## src/hw/rtl/sfr_pkg.sv

```systemverilog
// Shared types, register indexes and helpers for the stream find-and-replace unit.
// Used by sfr_cfg and stream_find_and_replace_unit; depends on nothing else.
`default_nettype none

package sfr_pkg;

  // Default sizes of the window and of the replacement string.
  localparam int DEF_MAX_PATTERN     = 8;
  localparam int DEF_MAX_REPLACEMENT = 8;

  // Configuration port geometry.
  localparam int CFG_DATA_W = 64;
  localparam int CFG_IDX_W  = 2;

  // Register indexes.
  localparam logic [CFG_IDX_W-1:0] CFG_PATTERN_BYTES      = 2'd0;
  localparam logic [CFG_IDX_W-1:0] CFG_PATTERN_LENGTH     = 2'd1;
  localparam logic [CFG_IDX_W-1:0] CFG_REPLACEMENT_BYTES  = 2'd2;
  localparam logic [CFG_IDX_W-1:0] CFG_REPLACEMENT_LENGTH = 2'd3;

  // Number of bytes held in a packed 64-bit string register.
  localparam int PACKED_BYTES = 8;

  typedef struct packed {
    logic [7:0] data_byte;
    logic       byte_valid;
    logic       end_of_string;
  } in_item_t;

  typedef struct packed {
    logic [7:0] out_byte;
    logic       run_last;
    logic       string_end;
  } out_item_t;

  typedef struct packed {
    logic [63:0] pattern_bytes;
    logic [3:0]  pattern_length;
    logic [63:0] replacement_bytes;
    logic [3:0]  replacement_length;
  } cfg_regs_t;

  // Byte k of a packed string; bytes past the eighth read as zero.
  function automatic logic [7:0] packed_byte(input logic [63:0] packed_str,
                                             input int unsigned k);
    logic [7:0] b;
    b = 8'h00;
    if (k < PACKED_BYTES) begin
      b = packed_str[8*k +: 8];
    end
    return b;
  endfunction

endpackage

`default_nettype wire

```

## src/hw/rtl/sfr_cfg.sv

```systemverilog
// Configuration register file of the stream find-and-replace unit.
// Depends on sfr_pkg for the register indexes and the register struct.
`default_nettype none

module sfr_cfg (
  input  wire logic                           clk,
  input  wire logic                           rst_n,
  input  wire logic                           cfg_we,
  input  wire logic [sfr_pkg::CFG_IDX_W-1:0]  cfg_index,
  input  wire logic [sfr_pkg::CFG_DATA_W-1:0] cfg_data,
  input  wire logic                           window_empty,
  output sfr_pkg::cfg_regs_t                  cfg_regs
);
  import sfr_pkg::*;

  cfg_regs_t regs_r;

  // The pattern length can only change while the window holds no bytes.
  always_ff @(posedge clk) begin
    if (!rst_n) begin
      regs_r.pattern_bytes      <= '0;
      regs_r.pattern_length     <= 4'd1;
      regs_r.replacement_bytes  <= '0;
      regs_r.replacement_length <= '0;
    end else if (cfg_we) begin
      case (cfg_index)
        CFG_PATTERN_BYTES: begin
          regs_r.pattern_bytes <= cfg_data[63:0];
        end
        CFG_PATTERN_LENGTH: begin
          if (window_empty) begin
            regs_r.pattern_length <= cfg_data[3:0];
          end
        end
        CFG_REPLACEMENT_BYTES: begin
          regs_r.replacement_bytes <= cfg_data[63:0];
        end
        CFG_REPLACEMENT_LENGTH: begin
          regs_r.replacement_length <= cfg_data[3:0];
        end
        default: begin
        end
      endcase
    end
  end

  assign cfg_regs = regs_r;

endmodule

`default_nettype wire

```

## src/hw/rtl/stream_find_and_replace_unit.sv

```systemverilog
// Top level of the stream find-and-replace unit: sequencer, byte window and output register.
// Depends on sfr_pkg and instantiates sfr_cfg.
`default_nettype none

// The unit takes a byte stream on the in_ channel and returns the edited stream on the
// out_ channel, replacing every leftmost, non-overlapping occurrence of the configured
// pattern with the configured replacement. Both channels use valid/ready; one input
// transaction carries an optional byte and an end-of-string flag, and causes zero up to
// max(MAX_REPLACEMENT, MAX_PATTERN) + 1 output transactions. The last output transaction
// caused by an input has run_last set; the zero terminator has string_end set.
//
// Operation: in_ready is high only while the sequencer is idle. Once the window holds
// pattern_length bytes, one shared byte comparator checks one window position per cycle,
// then either the replacement, if not empty, is sent at one byte per cycle while the
// receiver takes them, or the oldest window byte is sent. At end of string the
// remaining window bytes and the terminator go out at one per cycle while the receiver
// takes them. The output register lets a new item be accepted while the previous result
// still waits.
//
// Reset (synchronous, active low) empties the window, clears the output valid flag and
// loads pattern_length 1 with all other registers zero. When the receiver stalls, the
// sequencer holds its position until the output register is free again.
// Configuration writes are expected only while the unit is idle.

module stream_find_and_replace_unit #(
  parameter int MAX_PATTERN     = sfr_pkg::DEF_MAX_PATTERN,
  parameter int MAX_REPLACEMENT = sfr_pkg::DEF_MAX_REPLACEMENT
) (
  input  wire logic                           clk,
  input  wire logic                           rst_n,
  input  wire logic                           in_valid,
  output      logic                           in_ready,
  input  wire sfr_pkg::in_item_t              in_data,
  output      logic                           out_valid,
  input  wire logic                           out_ready,
  output      sfr_pkg::out_item_t             out_data,
  input  wire logic                           cfg_we,
  input  wire logic [sfr_pkg::CFG_IDX_W-1:0]  cfg_index,
  input  wire logic [sfr_pkg::CFG_DATA_W-1:0] cfg_data
);
  import sfr_pkg::*;

  // Window count holds 0..MAX_PATTERN; the window index addresses MAX_PATTERN entries.
  localparam int CNT_W   = $clog2(MAX_PATTERN + 1);
  localparam int RLEN_W  = $clog2(MAX_REPLACEMENT + 1);
  localparam int WIN_IW  = (MAX_PATTERN > 1) ? $clog2(MAX_PATTERN) : 1;
  localparam int IDX_MAX = (MAX_PATTERN > MAX_REPLACEMENT) ? MAX_PATTERN : MAX_REPLACEMENT;
  localparam int IDX_W   = (IDX_MAX > 1) ? $clog2(IDX_MAX) : 1;
  localparam int PEXT_W  = (CNT_W > 4) ? CNT_W : 4;
  localparam int REXT_W  = (RLEN_W > 4) ? RLEN_W : 4;

  typedef enum logic [5:0] {
    ST_IDLE  = 6'b000001,
    ST_CMP   = 6'b000010,
    ST_REPL  = 6'b000100,
    ST_EMIT1 = 6'b001000,
    ST_FLUSH = 6'b010000,
    ST_TERM  = 6'b100000
  } state_t;

  cfg_regs_t cfg_regs;

  state_t            state_r, state_nxt;
  logic [CNT_W-1:0]  cnt_r, cnt_nxt;
  logic [IDX_W-1:0]  idx_r, idx_nxt;
  logic              match_r, match_nxt;
  logic              end_r, end_nxt;
  logic [7:0]        win_r [MAX_PATTERN];

  logic              out_valid_r;
  out_item_t         out_data_r;

  logic              in_acc;
  logic              can_emit;
  logic              emit_vld;
  out_item_t         emit_item;
  logic              win_wr;
  logic              win_shift;

  logic [PEXT_W-1:0] plen_ext;
  logic [REXT_W-1:0] rlen_ext;
  logic [CNT_W-1:0]  plen;
  logic [RLEN_W-1:0] rlen;
  logic [IDX_W-1:0]  plen_m1;
  logic [IDX_W-1:0]  rlen_m1;
  logic [IDX_W-1:0]  cnt_m1;
  logic [CNT_W-1:0]  cnt_inc;
  logic [7:0]        win_rd;
  logic              byte_eq;
  logic              match_all;

  sfr_cfg u_cfg (
    .clk          (clk),
    .rst_n        (rst_n),
    .cfg_we       (cfg_we),
    .cfg_index    (cfg_index),
    .cfg_data     (cfg_data),
    .window_empty (cnt_r == '0),
    .cfg_regs     (cfg_regs)
  );

  // Effective lengths: an empty pattern counts as one byte, both saturate at the maximum.
  always_comb begin
    plen_ext = PEXT_W'(cfg_regs.pattern_length);
    if (plen_ext == '0) begin
      plen = CNT_W'(1);
    end else if (plen_ext > PEXT_W'(MAX_PATTERN)) begin
      plen = CNT_W'(MAX_PATTERN);
    end else begin
      plen = CNT_W'(plen_ext);
    end
    rlen_ext = REXT_W'(cfg_regs.replacement_length);
    if (rlen_ext > REXT_W'(MAX_REPLACEMENT)) begin
      rlen = RLEN_W'(MAX_REPLACEMENT);
    end else begin
      rlen = RLEN_W'(rlen_ext);
    end
  end

  assign plen_m1 = IDX_W'(plen - CNT_W'(1));
  assign rlen_m1 = IDX_W'(rlen - RLEN_W'(1));
  assign cnt_m1  = IDX_W'(cnt_r - CNT_W'(1));
  assign cnt_inc = cnt_r + CNT_W'(1);

  // The indexed window read port and the shared byte comparator, both steered by idx_r.
  assign win_rd    = win_r[idx_r[WIN_IW-1:0]];
  assign byte_eq   = (win_rd == packed_byte(cfg_regs.pattern_bytes, 32'(idx_r)));
  assign match_all = match_r & byte_eq;

  assign in_ready = (state_r == ST_IDLE);
  assign in_acc   = in_valid && in_ready;
  assign can_emit = !out_valid_r || out_ready;

  always_comb begin
    state_nxt = state_r;
    cnt_nxt   = cnt_r;
    idx_nxt   = idx_r;
    match_nxt = match_r;
    end_nxt   = end_r;
    win_wr    = 1'b0;
    win_shift = 1'b0;
    emit_vld  = 1'b0;
    emit_item = '0;

    case (state_r)
      ST_IDLE: begin
        if (in_acc) begin
          end_nxt = in_data.end_of_string;
          idx_nxt = '0;
          if (in_data.byte_valid && (cnt_r < CNT_W'(MAX_PATTERN))) begin
            // Append the byte; a full window goes to the comparator next.
            win_wr  = 1'b1;
            cnt_nxt = cnt_inc;
            if (cnt_inc >= plen) begin
              match_nxt = 1'b1;
              state_nxt = ST_CMP;
            end else if (in_data.end_of_string) begin
              state_nxt = ST_FLUSH;
            end
          end else if (in_data.end_of_string) begin
            state_nxt = (cnt_r == '0) ? ST_TERM : ST_FLUSH;
          end
        end
      end

      ST_CMP: begin
        if (idx_r == plen_m1) begin
          idx_nxt = '0;
          if (match_all) begin
            // The whole window is consumed by the match.
            cnt_nxt = '0;
            if (rlen != '0) begin
              state_nxt = ST_REPL;
            end else begin
              state_nxt = end_r ? ST_TERM : ST_IDLE;
            end
          end else begin
            state_nxt = ST_EMIT1;
          end
        end else begin
          idx_nxt   = idx_r + IDX_W'(1);
          match_nxt = match_all;
        end
      end

      ST_REPL: begin
        emit_vld           = 1'b1;
        emit_item.out_byte = packed_byte(cfg_regs.replacement_bytes, 32'(idx_r));
        emit_item.run_last = (idx_r == rlen_m1) && !end_r;
        if (can_emit) begin
          if (idx_r == rlen_m1) begin
            state_nxt = end_r ? ST_TERM : ST_IDLE;
          end else begin
            idx_nxt = idx_r + IDX_W'(1);
          end
        end
      end

      ST_EMIT1: begin
        emit_vld           = 1'b1;
        emit_item.out_byte = win_r[0];
        emit_item.run_last = !end_r;
        if (can_emit) begin
          win_shift = 1'b1;
          cnt_nxt   = cnt_r - CNT_W'(1);
          idx_nxt   = '0;
          if (end_r) begin
            state_nxt = (cnt_r == CNT_W'(1)) ? ST_TERM : ST_FLUSH;
          end else begin
            state_nxt = ST_IDLE;
          end
        end
      end

      ST_FLUSH: begin
        emit_vld           = 1'b1;
        emit_item.out_byte = win_rd;
        if (can_emit) begin
          if (idx_r == cnt_m1) begin
            cnt_nxt   = '0;
            state_nxt = ST_TERM;
          end else begin
            idx_nxt = idx_r + IDX_W'(1);
          end
        end
      end

      ST_TERM: begin
        emit_vld             = 1'b1;
        emit_item.out_byte   = 8'h00;
        emit_item.run_last   = 1'b1;
        emit_item.string_end = 1'b1;
        if (can_emit) begin
          state_nxt = ST_IDLE;
        end
      end

      default: begin
        state_nxt = ST_IDLE;
      end
    endcase
  end

  always_ff @(posedge clk) begin
    if (!rst_n) begin
      state_r <= ST_IDLE;
      cnt_r   <= '0;
      idx_r   <= '0;
      match_r <= 1'b0;
      end_r   <= 1'b0;
    end else begin
      state_r <= state_nxt;
      cnt_r   <= cnt_nxt;
      idx_r   <= idx_nxt;
      match_r <= match_nxt;
      end_r   <= end_nxt;
    end
  end

  // The window is payload: entries above the count are never read.
  always_ff @(posedge clk) begin
    if (win_wr) begin
      win_r[cnt_r[WIN_IW-1:0]] <= in_data.data_byte;
    end else if (win_shift) begin
      for (int i = 0; i < MAX_PATTERN - 1; i++) begin
        win_r[i] <= win_r[i+1];
      end
    end
  end

  // Output register decouples the sequencer from a stalling receiver.
  always_ff @(posedge clk) begin
    if (!rst_n) begin
      out_valid_r <= 1'b0;
    end else if (emit_vld && can_emit) begin
      out_valid_r <= 1'b1;
    end else if (out_ready) begin
      out_valid_r <= 1'b0;
    end
  end

  always_ff @(posedge clk) begin
    if (emit_vld && can_emit) begin
      out_data_r <= emit_item;
    end
  end

  assign out_valid = out_valid_r;
  assign out_data  = out_data_r;

  // While idle the window never holds a full pattern's worth of bytes.
  a_idle_window_short: assert property (@(posedge clk) disable iff (!rst_n)
    (state_r == ST_IDLE) |-> (cnt_r < plen))
    else $error("window holds a full pattern while idle");

  // A terminator is always the last result of its input.
  a_term_is_last: assert property (@(posedge clk) disable iff (!rst_n)
    (out_valid_r && out_data_r.string_end) |-> out_data_r.run_last)
    else $error("terminator without run_last");

  // While the sequencer sends the terminator the window is already empty.
  a_term_empties: assert property (@(posedge clk) disable iff (!rst_n)
    (state_r == ST_TERM) |-> (cnt_r == '0))
    else $error("window not empty while sending the terminator");

  // No new input is taken while a replacement or flush is in progress.
  a_no_accept_busy: assert property (@(posedge clk) disable iff (!rst_n)
    (emit_vld && !can_emit) |=> !in_ready || $past(state_r == ST_TERM) ||
      $past(state_r == ST_EMIT1) || $past(state_r == ST_REPL))
    else $error("input accepted during a stalled emission");

endmodule

`default_nettype wire
```

## config.mk

```make
export PLATFORM = sky130hd
export DESIGN_NAME = stream_find_and_replace_unit
export DESIGN_NICKNAME = d
export VERILOG_FILES = /design/src/hw/rtl/sfr_pkg.sv /design/src/hw/rtl/sfr_cfg.sv /design/src/hw/rtl/stream_find_and_replace_unit.sv
export SDC_FILE = /design/constraint.sdc
export NUM_CORES = 1
export LEC_CHECK = 0
export BUFFER_PORTS_ARGS = -buffer_cell sky130_fd_sc_hd__buf_4
export CORE_MARGIN = 2
export CORE_UTILIZATION = 45
export DETAILED_ROUTE_END_ITERATION = 10
export HOLD_SLACK_MARGIN = 0.15
export SYNTH_ARGS = -nofsm -noshare
export SYNTH_HDL_FRONTEND = slang
export SYNTH_SLANG_ARGS = --single-unit
export TNS_END_PERCENT = 1
```

## constraint.sdc

```tcl
create_clock -name clk -period 3.7 [get_ports clk]
set_input_delay 0.74 -clock clk [delete_from_list [all_inputs] [get_ports clk]]
set_output_delay 0.74 -clock clk [all_outputs]
set_load 0.05 [all_outputs]
```

# Word level (Yosys, flattened, before mapping)
# Memory sizes are Yosys's and may differ from the RTL's. A register that Yosys moved wholly into a read port is not among the register bits.
# Index checks and enable logic that the tools add are counted.
# W data, S select, Z words.
totals:
  regBits: 162
  mem_bits_rw: 64
  input_bits: 81
  output_inout_bits: 12
  elab_cells: 146
  memories: 1
memory_table:
  columns: ["name", "words", "word_bits", "rd", "rd_clocked_by_memory_dff", "write_ports", "line_no", "source"]
  rows:
  - ["win_r", 8, 8, 9, 1, 7, "stream_find_and_replace_unit.sv:68", "logic [7:0] win_r [MAX_PATTERN];"]
op_classes:
  addsub: 5
  order_cmp: 4
  eq_ne: 30
  n_shift: 2
  mux: 64
  bitwise_logic: 1
  n_reduce_logical: 26
ops:
  columns: ["op", "n"]
  rows:
  - ["$shiftx A64 B7 Y8", 2]
  - ["$mux W6", 18]
  - ["$mux W4", 10]
  - ["$pmux W6 S6", 1]
  - ["$mux W3", 10]
  - ["$pmux W8 S3", 1]
  - ["$ne A2 B2 Y1 const B", 11]
  - ["$mux W1", 19]
  - ["$pmux W4 S4", 1]
  - ["$pmux W3 S5", 1]
  - ["$reduce_and A10 Y1", 1]
  - ["$eq A3 B3 Y1", 3]
  - ["$eq A8 B8 Y1", 1]
  - ["$gt A4 B4 Y1 const B", 2]
  - ["$logic_not A4 Y1", 2]
  - ["$mux W8", 1]
  - ["$reduce_and A2 Y1", 4]
  - ["$reduce_and A8 Y1", 1]
  - ["$reduce_bool A4 Y1", 2]
  - ["$reduce_or A8 Y1", 1]
  - ["$reduce_and A7 Y1", 1]
  - ["$eq A6 B1 Y1 const B", 1]
  - ["$eq A6 B2 Y1 const B", 1]
  - ["$eq A6 B3 Y1 const B", 1]
  - ["26 further kinds", 36]

# Logic depth before layout (Yosys ltp)
# Gate-level depths: netlist (run 1).
logic_depth:
  depth_word: 9
  mapped_depth: 11

# Modules after synthesis
# From an unflattened synthesis (run 1), not the netlist that was laid out.
hier_totals:
  cells_unflattened: 1004
  hier_area_um2: 11174.5
by_module_without_submodules:
  columns: ["module", "instances", "cells_each", "area_each_um2", "seq_area_each_um2"]
  rows:
  - ["stream_find_and_replace_unit", 1, 491, 5995.8, 2602.5]
  - ["sfr_cfg", 1, 513, 5178.7, 2722.6]

# Worst setup path after synthesis (run 1)
# Ideal clock, no wire load.
synth_timing:
  path_type: "reg-to-reg"
  start: "reg state_r[2]"
  end: "mem win_r[1][0] (enable)"
  setup_ns: 0.384
  arrival_time_ns: 2.417
  required_time_ns: 3.316
  slack_ns: 0.899
  stages_incl_launch_ff: 8
  period_less_slack_ns: 2.801
  path_cell_list: "dfxtp_1 > or4_4 > or3b_1 > buf_6 > clkinv_8 > and3_1 > nand2_1 > o21ai_0"
synth_lines:
  columns: ["item", "line_no", "source"]
  rows:
  - ["from (decl)", "stream_find_and_replace_unit.sv:63", "state_t state_r, state_nxt;"]
  - ["from (signal assigned)", "stream_find_and_replace_unit.sv:252", "state_r <= state_nxt;"]
  - ["to (decl)", "stream_find_and_replace_unit.sv:68", null]

# Worst setup path after layout (run 1)
layout_timing:
  start: "reg state_r[2]"
  end: "out in_ready"
layout_via:
  elab_chain_cells: 1
layout_rtl:
  columns: ["item", "line_no", "source"]
  rows:
  - ["$eq A6 B1 Y1", "stream_find_and_replace_unit.sv:130", "assign in_ready = (state_r == ST_IDLE);"]
  - ["to (decl)", "stream_find_and_replace_unit.sv:32", "output logic in_ready,"]
# No other way between the ends.

==> results of run 1 <==
## how the worst max path moves through the flow
stage	startpoint	to	slack [ns]	cells past startpoint
2_1_floorplan	state_r[2]$_SDFFE_PN0P_	win_r[1][0]$_DFFE_PP_	0.90	7
3_3_place_gp	cnt_r[0]$_SDFFE_PN0P_	state_r[2]$_SDFFE_PN0P_	0.70	9
3_5_place_dp	cnt_r[0]$_SDFFE_PN0P_	state_r[2]$_SDFFE_PN0P_	0.64	9
4_1_cts	state_r[2]$_SDFFE_PN0P_	in_ready	0.61	4
5_1_grt	cnt_r[0]$_SDFFE_PN0P_	state_r[2]$_SDFFE_PN0P_	0.41	9
6_report	state_r[2]$_SDFFE_PN0P_	in_ready	0.61	4
## metal layers
layer | routed length, microns | global-route usage (%) | vias to the layer above
li1 | - | - | 3977
met1 | 13600 | 35.4 | 4065
met2 | 13600 | 37.0 | 252
met3 | 1580 | 2.89 | 30
met4 | 439 | 4.98 | 0
met5 | 0 | 0 | -
## worst reg2reg max path, cell delays in order, from the launching register on
cell,delay [ns]
dfxtp_1,0.50
inv_1,0.19
ha_1,0.39
ha_1,0.30
a21o_1,0.11
a211o_1,0.17
a311oi_1,0.11
or4_1,0.60
or4_1,0.49
a21oi_1,0.14
## stage by stage
| stage | std cells | util (%) |
|---|---|---|
| 6_report | 1484 | 53.4 |
| 3_5_place_dp | 1440 | 50.1 |
| 2_1_floorplan | 1081 | - |
| 3_3_place_gp | 1440 | 50.1 |
| 4_1_cts | 1484 | 53.4 |
| 5_1_grt | 1484 | 53.4 |
## cell type report
| class | count | area, sq um |
|---|---|---|
| multi-input combinational | 761 | 5040 |
| timing repair buffer | 121 | 933 |
| sequential | 229 | 5330 |
| clock buffer | 33 | 714 |
| tap | 319 | 399 |
| inverter | 10 | 52.6 |
| fill | 2181 | 10900 |
| clock inverter | 11 | 65.1 |
## kinds of logic (layout without fill, tap and decap cells)
family / Yosys count / count (layout) / synth area share [%]
flops: 229 / 229 / 49.6
simple gates: 384 / 384 / 15.2
fa+ha+maj: 12 / 12 / 1.40
buf+inv: 91 / 175 / 3.59
xor+xnor: 21 / 21 / 1.84
compound gates: 264 / 264 / 15.3
mux: 80 / 80 / 13.1
## placed cells by master, fill, tap and decap left out, types with 3 or more instances in the layout
cell | Yosys | final
a21o_1 | 59 | 59
a21oi_1 | 139 | 139
nor2_1 | 24 | 22
edfxtp_1 | 74 | 74
xnor2_1 | 13 | 13
clkinv_2 | 0 | 8
nand3_1 | 11 | 11
clkbuf_16 | 0 | 26
nand2_1 | 291 | 291
mux4_2 | 48 | 48
nor4_1 | 5 | 5
o22ai_1 | 4 | 4
o221ai_1 | 4 | 4
o21ai_0 | 16 | 16
or4_1 | 3 | 3
nand2b_1 | 10 | 10
o31ai_1 | 5 | 5
and2_0 | 8 | 8
dfxtp_1 | 155 | 153
or2_2 | 3 | 3
ha_1 | 12 | 12
nor2b_1 | 5 | 5
xor2_1 | 7 | 7
buf_4 | 4 | 119
mux2i_1 | 31 | 31
nor3_1 | 6 | 6
a22oi_1 | 3 | 3
inv_1 | 7 | 6
o211ai_1 | 5 | 5
clkbuf_8 | 0 | 3
## registers in the layout (all words and copies together) (netlist names), named ones only
register	flops
out_data	10
idx_r	3
u_cfg.cfg_regs	136
out_valid	1
match_r	1
state_r	6
end_r	1
win_r	64
cnt_r	4
## where the power goes
part | switching [mW] | internal (mW)
clock network | 1.01 | 1.36
registers | 0.115 | 2.72
logic | 0.624 | 0.420
==> flow_summary.ini, run 1 <==
[die]
num_rows = 56
die-area_sq_um = 25100
core_sq_um = 23500
die_w_microns = 158
die_h_microns = 158
io_pins = 93
start_util_pct = 45.7

[synth]
yosys-top-cells-area = dfxtp_1 (29%), edfxtp_1 (21%), nand2_1 (10%)
synth_edf_count = 74
ys_warn_count = 0
ys_seq_area_share_pct = 49.6
syn_area_sq_um = 10700
synth.most_common_cell = nand2_1
syn_avg_cell_area_sq_um = 9.93
yosys_register_bits = 229
synth-main-ff-cell = dfxtp_1
synth_commonest_cells = nand2_1 (291), dfxtp_1 (155), a21oi_1 (139)
postSynth.asyncResetShare_pct = 0
synthCells = 1081
synth_area_leader_cell = dfxtp_1
syn_nets = 1174
synth_top_area_share_pct = 28.9
synth_cell_type_count = 69

[drt]
drt-total-wl_mm = 29.2
via_count = 8324
routed_via_density = 5.61
first_pass_iters = 7
drc = 0
drt-wirelength-per-cell_microns = 19.7
drtIter0Drc = 678
ant_nets = 0

[setup_path]
critPathKind = flop to output port
rr_endpoint = state_r[2]$_SDFFE_PN0P_
path_cells = or4_4, or3b_1, clkinv_8, buf_4
rr_startpoint = cnt_r[0]$_SDFFE_PN0P_
r2r_setup_slack_ns = 0.62
r2r_cells = 9
critPathRequiredTime_ns = 2.96
start_kind = flop
crit_buf_inv = 2
worstPathArrival_ns = 2.35
cp_slowest_cell = or4_4
crit_fanout = 8
slowest_delay_ns = 0.56
critPathTopFamily = simple AND/OR/NAND/NOR gates
endpoint_kind = output port

[grt]
antenna_found_initial = 0
grt_overflow = 0
grt_pass1_wl_mm = 45.5
grt_max_degree = 82
grt_pass1_vias = 7857
track_usage_pct = 23.6

[placed_design]
dp_hpwl_mm = 20.4
place_ws_ns = 0.640
gp_congestion = 0.884
io_buffers = 92
placedInstanceArea_sq_um = 11800

[clock_tree]
clock_latency_ns = 0.52
cts.sinks = 229
cts_tree = yes
htreeDepth = 1
clockRootBuffer = clkbuf_16
hold_buffers = 0
cts.clk_slew.worst_paths_ns = 0.06
cts_buffer_depth = 3
post_cts_buffers = 0
cts_buffers = 24
cts_resized = 0

[power]
p_per_area_nw_per_um2 = 499
power.leakage_nw = 4.68
irDropWorstVdd_mv = 0.357
finalPower_mw = 6.25

[sta]
whs_ns = 0.451
setup-violations-final = 0
fin_ws_ns = 0.614
clock_skew_ns = 0.0133
hold_viol = 0
grt_setup_unrepaired = no
max_freq_mhz = 324
final.min_clock_period_ns = 3.09
fin_setup_tns_ns = 0
tightestPinTransition_ns = 0.874
period_share_pct = 83.4
slew_headroom_pct = 41.2
slew_viol_final = 0

[layout]
antenna_cells = 0
drive_gt1_share_pct = 19.9
area_growth_pct = 16.8
design_area_sq_um = 12500
nNetsFinal = 1240

[status]
status = completed

[min_path]
min_path_type = flop to flop
whs_endpoint = u_cfg.cfg_regs[35]$_SDFFE_PN0P_
hold_depth = 2
worstHoldStart = u_cfg.cfg_regs[35]$_SDFFE_PN0P_

[job]
cap_violations = 0
Power figures use the tool's default switching activity.
==> inputs of run 2 (changes only) <==
--- a/config.mk
+++ b/config.mk
@@ -5,11 +5,13 @@
 export SDC_FILE = /design/constraint.sdc
 export NUM_CORES = 1
 export LEC_CHECK = 0
+export ABC_AREA = 1
 export BUFFER_PORTS_ARGS = -buffer_cell sky130_fd_sc_hd__buf_4
 export CORE_MARGIN = 2
 export CORE_UTILIZATION = 45
 export DETAILED_ROUTE_END_ITERATION = 10
 export HOLD_SLACK_MARGIN = 0.15
+export PLACE_DENSITY = 0.65
 export SYNTH_ARGS = -nofsm -noshare
 export SYNTH_HDL_FRONTEND = slang
 export SYNTH_SLANG_ARGS = --single-unit
==> constraint.sdc (replaced) <==
create_clock -name clk -period 2.6 [get_ports clk]
set_input_delay 0.52 -clock clk [delete_from_list [all_inputs] [get_ports clk]]
set_output_delay 0.52 -clock clk [all_outputs]
set_load 0.05 [all_outputs]
==> run 2 against run 1 <==
Compared with the run above: sequential share of layout area is 2.3 points lower; combinational power grew to 3.4 times the previous value; global-route usage up 0.79 points; clock-buffer cell count unchanged; critical path depth up 9; highest routed layer unchanged.
==> flow_summary.ini, run 2 <==
[sta]
whs_ns = 0.197
slew_viol_final = 0
slew_headroom_pct = 57.6
hold_viol = 0
tightestPinTransition_ns = 0.636
clock_skew_ns = 0.0258
final.min_clock_period_ns = 2.39
grt_setup_unrepaired = no
fin_setup_tns_ns = 0
period_share_pct = 91.9
max_freq_mhz = 419
setup-violations-final = 0

[power]
power.leakage_nw = 5.88
p_per_area_nw_per_um2 = 889
irDropWorstVdd_mv = 0.814

[placed_design]
dp_hpwl_mm = 21.5
io_buffers = 92
placedInstanceArea_sq_um = 12300
gp_congestion = 0.933

[synth]
synthCells = 1526
syn_nets = 1619
synth_area_leader_cell = dfxtp_1
synth_top_area_share_pct = 27.4
synth_commonest_cells = nor2_1 (286), nand2_1 (275), o21ai_0 (225)
synth_edf_count = 74
syn_area_sq_um = 11300
ys_warn_count = 0
synth-main-ff-cell = dfxtp_1
ys_seq_area_share_pct = 47.0
postSynth.asyncResetShare_pct = 0
synth_cell_type_count = 41
synth.most_common_cell = nor2_1
syn_avg_cell_area_sq_um = 7.42
yosys_register_bits = 229
yosys-top-cells-area = dfxtp_1 (27%), edfxtp_1 (20%), o21ai_0 (9.9%)

[layout]
final_cell_mix = nor2_1 (285), nand2_1 (275), o21ai_0 (225)
area_growth_pct = 17.0
largest_reg_flops = 136
design_area_sq_um = 13200
drive_gt1_share_pct = 12.5
nNetsFinal = 1689
final_common_cell = nor2_1
antenna_cells = 0

[setup_path]
critPathRequiredTime_ns = 3.04
slowest_delay_ns = 0.38
crit_fanout = 6
path_cells = inv_1, ha_1, ha_1, inv_1, nor2_1, o211ai_1, nand3_1, nand3_1, nand2_1, nand4_1, buf_4, a21oi_1, o21ai_0
r2r_setup_slack_ns = 0.21
cp_slowest_cell = ha_1
worstPathArrival_ns = 2.83
crit_end = state_r[0]$_SDFFE_PN1P_
crit_start = cnt_r[0]$_SDFFE_PN0P_
endpoint_kind = flop
rr_startpoint = cnt_r[0]$_SDFFE_PN0P_
critPathKind = flop to flop
rr_endpoint = state_r[0]$_SDFFE_PN1P_
start_kind = flop
r2r_cells = 13

[grt]
grt_pass1_vias = 9931
antenna_found_initial = 0
grt_max_degree = 65
track_usage_pct = 24.4
grt_pass1_wl_mm = 52.1
grt_overflow = 0

[clock_tree]
cts_buffers = 26
clock_latency_ns = 0.56
clockRootBuffer = clkbuf_16
cts.clk_slew.worst_paths_ns = 0.07
cts_buffer_depth = 3
cts_tree = yes
htreeDepth = 1
cts.sinks = 229

[die]
core_sq_um = 25000
io_pins = 93
die_h_microns = 163
die_w_microns = 163
num_rows = 58
die-area_sq_um = 26500
start_util_pct = 45.4

[drt]
drt-wirelength-per-cell_microns = 16.3
drc = 0
drt-total-wl_mm = 31.7
ant_nets = 0
routed_via_density = 5.29
via_count = 10300
drtIter0Drc = 969
first_pass_iters = 5

[min_path]
min_path_type = input pin to flop
hold_depth = 3

[status]
status = completed

[job]
cap_violations = 0
-- run 2: cell count changes after synthesis, sizes merged, moves of 13 or more --
cell / delta
mux2i: -31
nand3: +87
inv: +136
a21o: -59
o21ai: +223
nor2: +266
o221ai: +16
a21oi: -76
nand2: -13
mux4: -48
-- run 2: worst min path at each step --
stage / to / startpoint / slack, ns
floorplan: u_cfg.cfg_regs[68]$_SDFFE_PN1P_ / u_cfg.cfg_regs[68]$_SDFFE_PN1P_ / 0.42
global placement: u_cfg.cfg_regs[113]$_SDFFE_PN0P_ / u_cfg.cfg_regs[113]$_SDFFE_PN0P_ / 0.44
detailed placement: u_cfg.cfg_regs[82]$_SDFFE_PN0P_ / u_cfg.cfg_regs[82]$_SDFFE_PN0P_ / 0.44
CTS: u_cfg.cfg_regs[96]$_SDFFE_PN0P_ / cfg_data[24] / 0.19
global route: u_cfg.cfg_regs[116]$_SDFFE_PN0P_ / cfg_data[44] / 0.19
finish: u_cfg.cfg_regs[102]$_SDFFE_PN0P_ / cfg_data[30] / 0.20
-- run 2: what timing repair did --
item | 4_1_cts | 5_1_grt
endpoints found under the setup margin | 0 | 5
setup buffers | 0 | 3
hold buffers | 0 | 0
resized for setup | 0 | 1
-- run 2: cells by family (layout without fill, tap and decap cells) --
group           after synthesis  after routing  synth area share [%]
xor+xnor                     12             12                 0.928
buf+inv                     238            328                  9.38
fa+ha+maj                    12             12                  1.33
simple gates                687            687                  24.6
flops                       229            229                  47.0
compound gates              348            348                  16.7
-- run 2: through the flow --
step / util (%) / std cells / setup slack (ns) / total power, mW
after floorplan: - / 1526 / 0.231 / 6.85
after global placement: 49.3 / 1895 / 0.265 / 7.77
after detailed placement: 49.3 / 1895 / 0.155 / 7.81
after CTS: 53.0 / 1943 / 0.151 / 11.8
after global routing: 53.1 / 1946 / 0.00790 / 12.5
final: 53.1 / 1946 / 0.211 / 11.8
-- run 2: metal layers --
layer  up-vias  GRT usage [%]  share of wire [%]
met3        40           3.82                6.2
met1      4823           34.0                 46
met5         -              0                  0
met4         0           6.23                1.9
li1       5144              -                  -
met2       281           39.9                 46
-- run 2: worst max-delay path: cells and delay by family, from the launching register on --
kind	cells	cell delay, ns
and+or+nand+nor	5	0.59
AOI/OAI and AO/OA	3	0.28
adders and majority gates	2	0.71
DFF	1	0.33
buffers and inverters	3	0.36
-- run 2: area by class of cell --
class	instances	area, sq um
multi-input cells	1059	4960
clock buffers	33	697
flip-flops and latches	229	5330
clock inverters	15	230
well taps	330	413
repair buffers	134	1070
fillers	2461	11700
inverters	146	556
-- run 2: power breakdown --
group          internal, mW  switching (mW)  leakage (nW)  total, mW
clock network          2.41            1.54         0.454       3.95
registers              4.09           0.189          1.94       4.28
logic                  1.19            2.36          3.49       3.55
total                  7.69            4.09          5.88       11.8
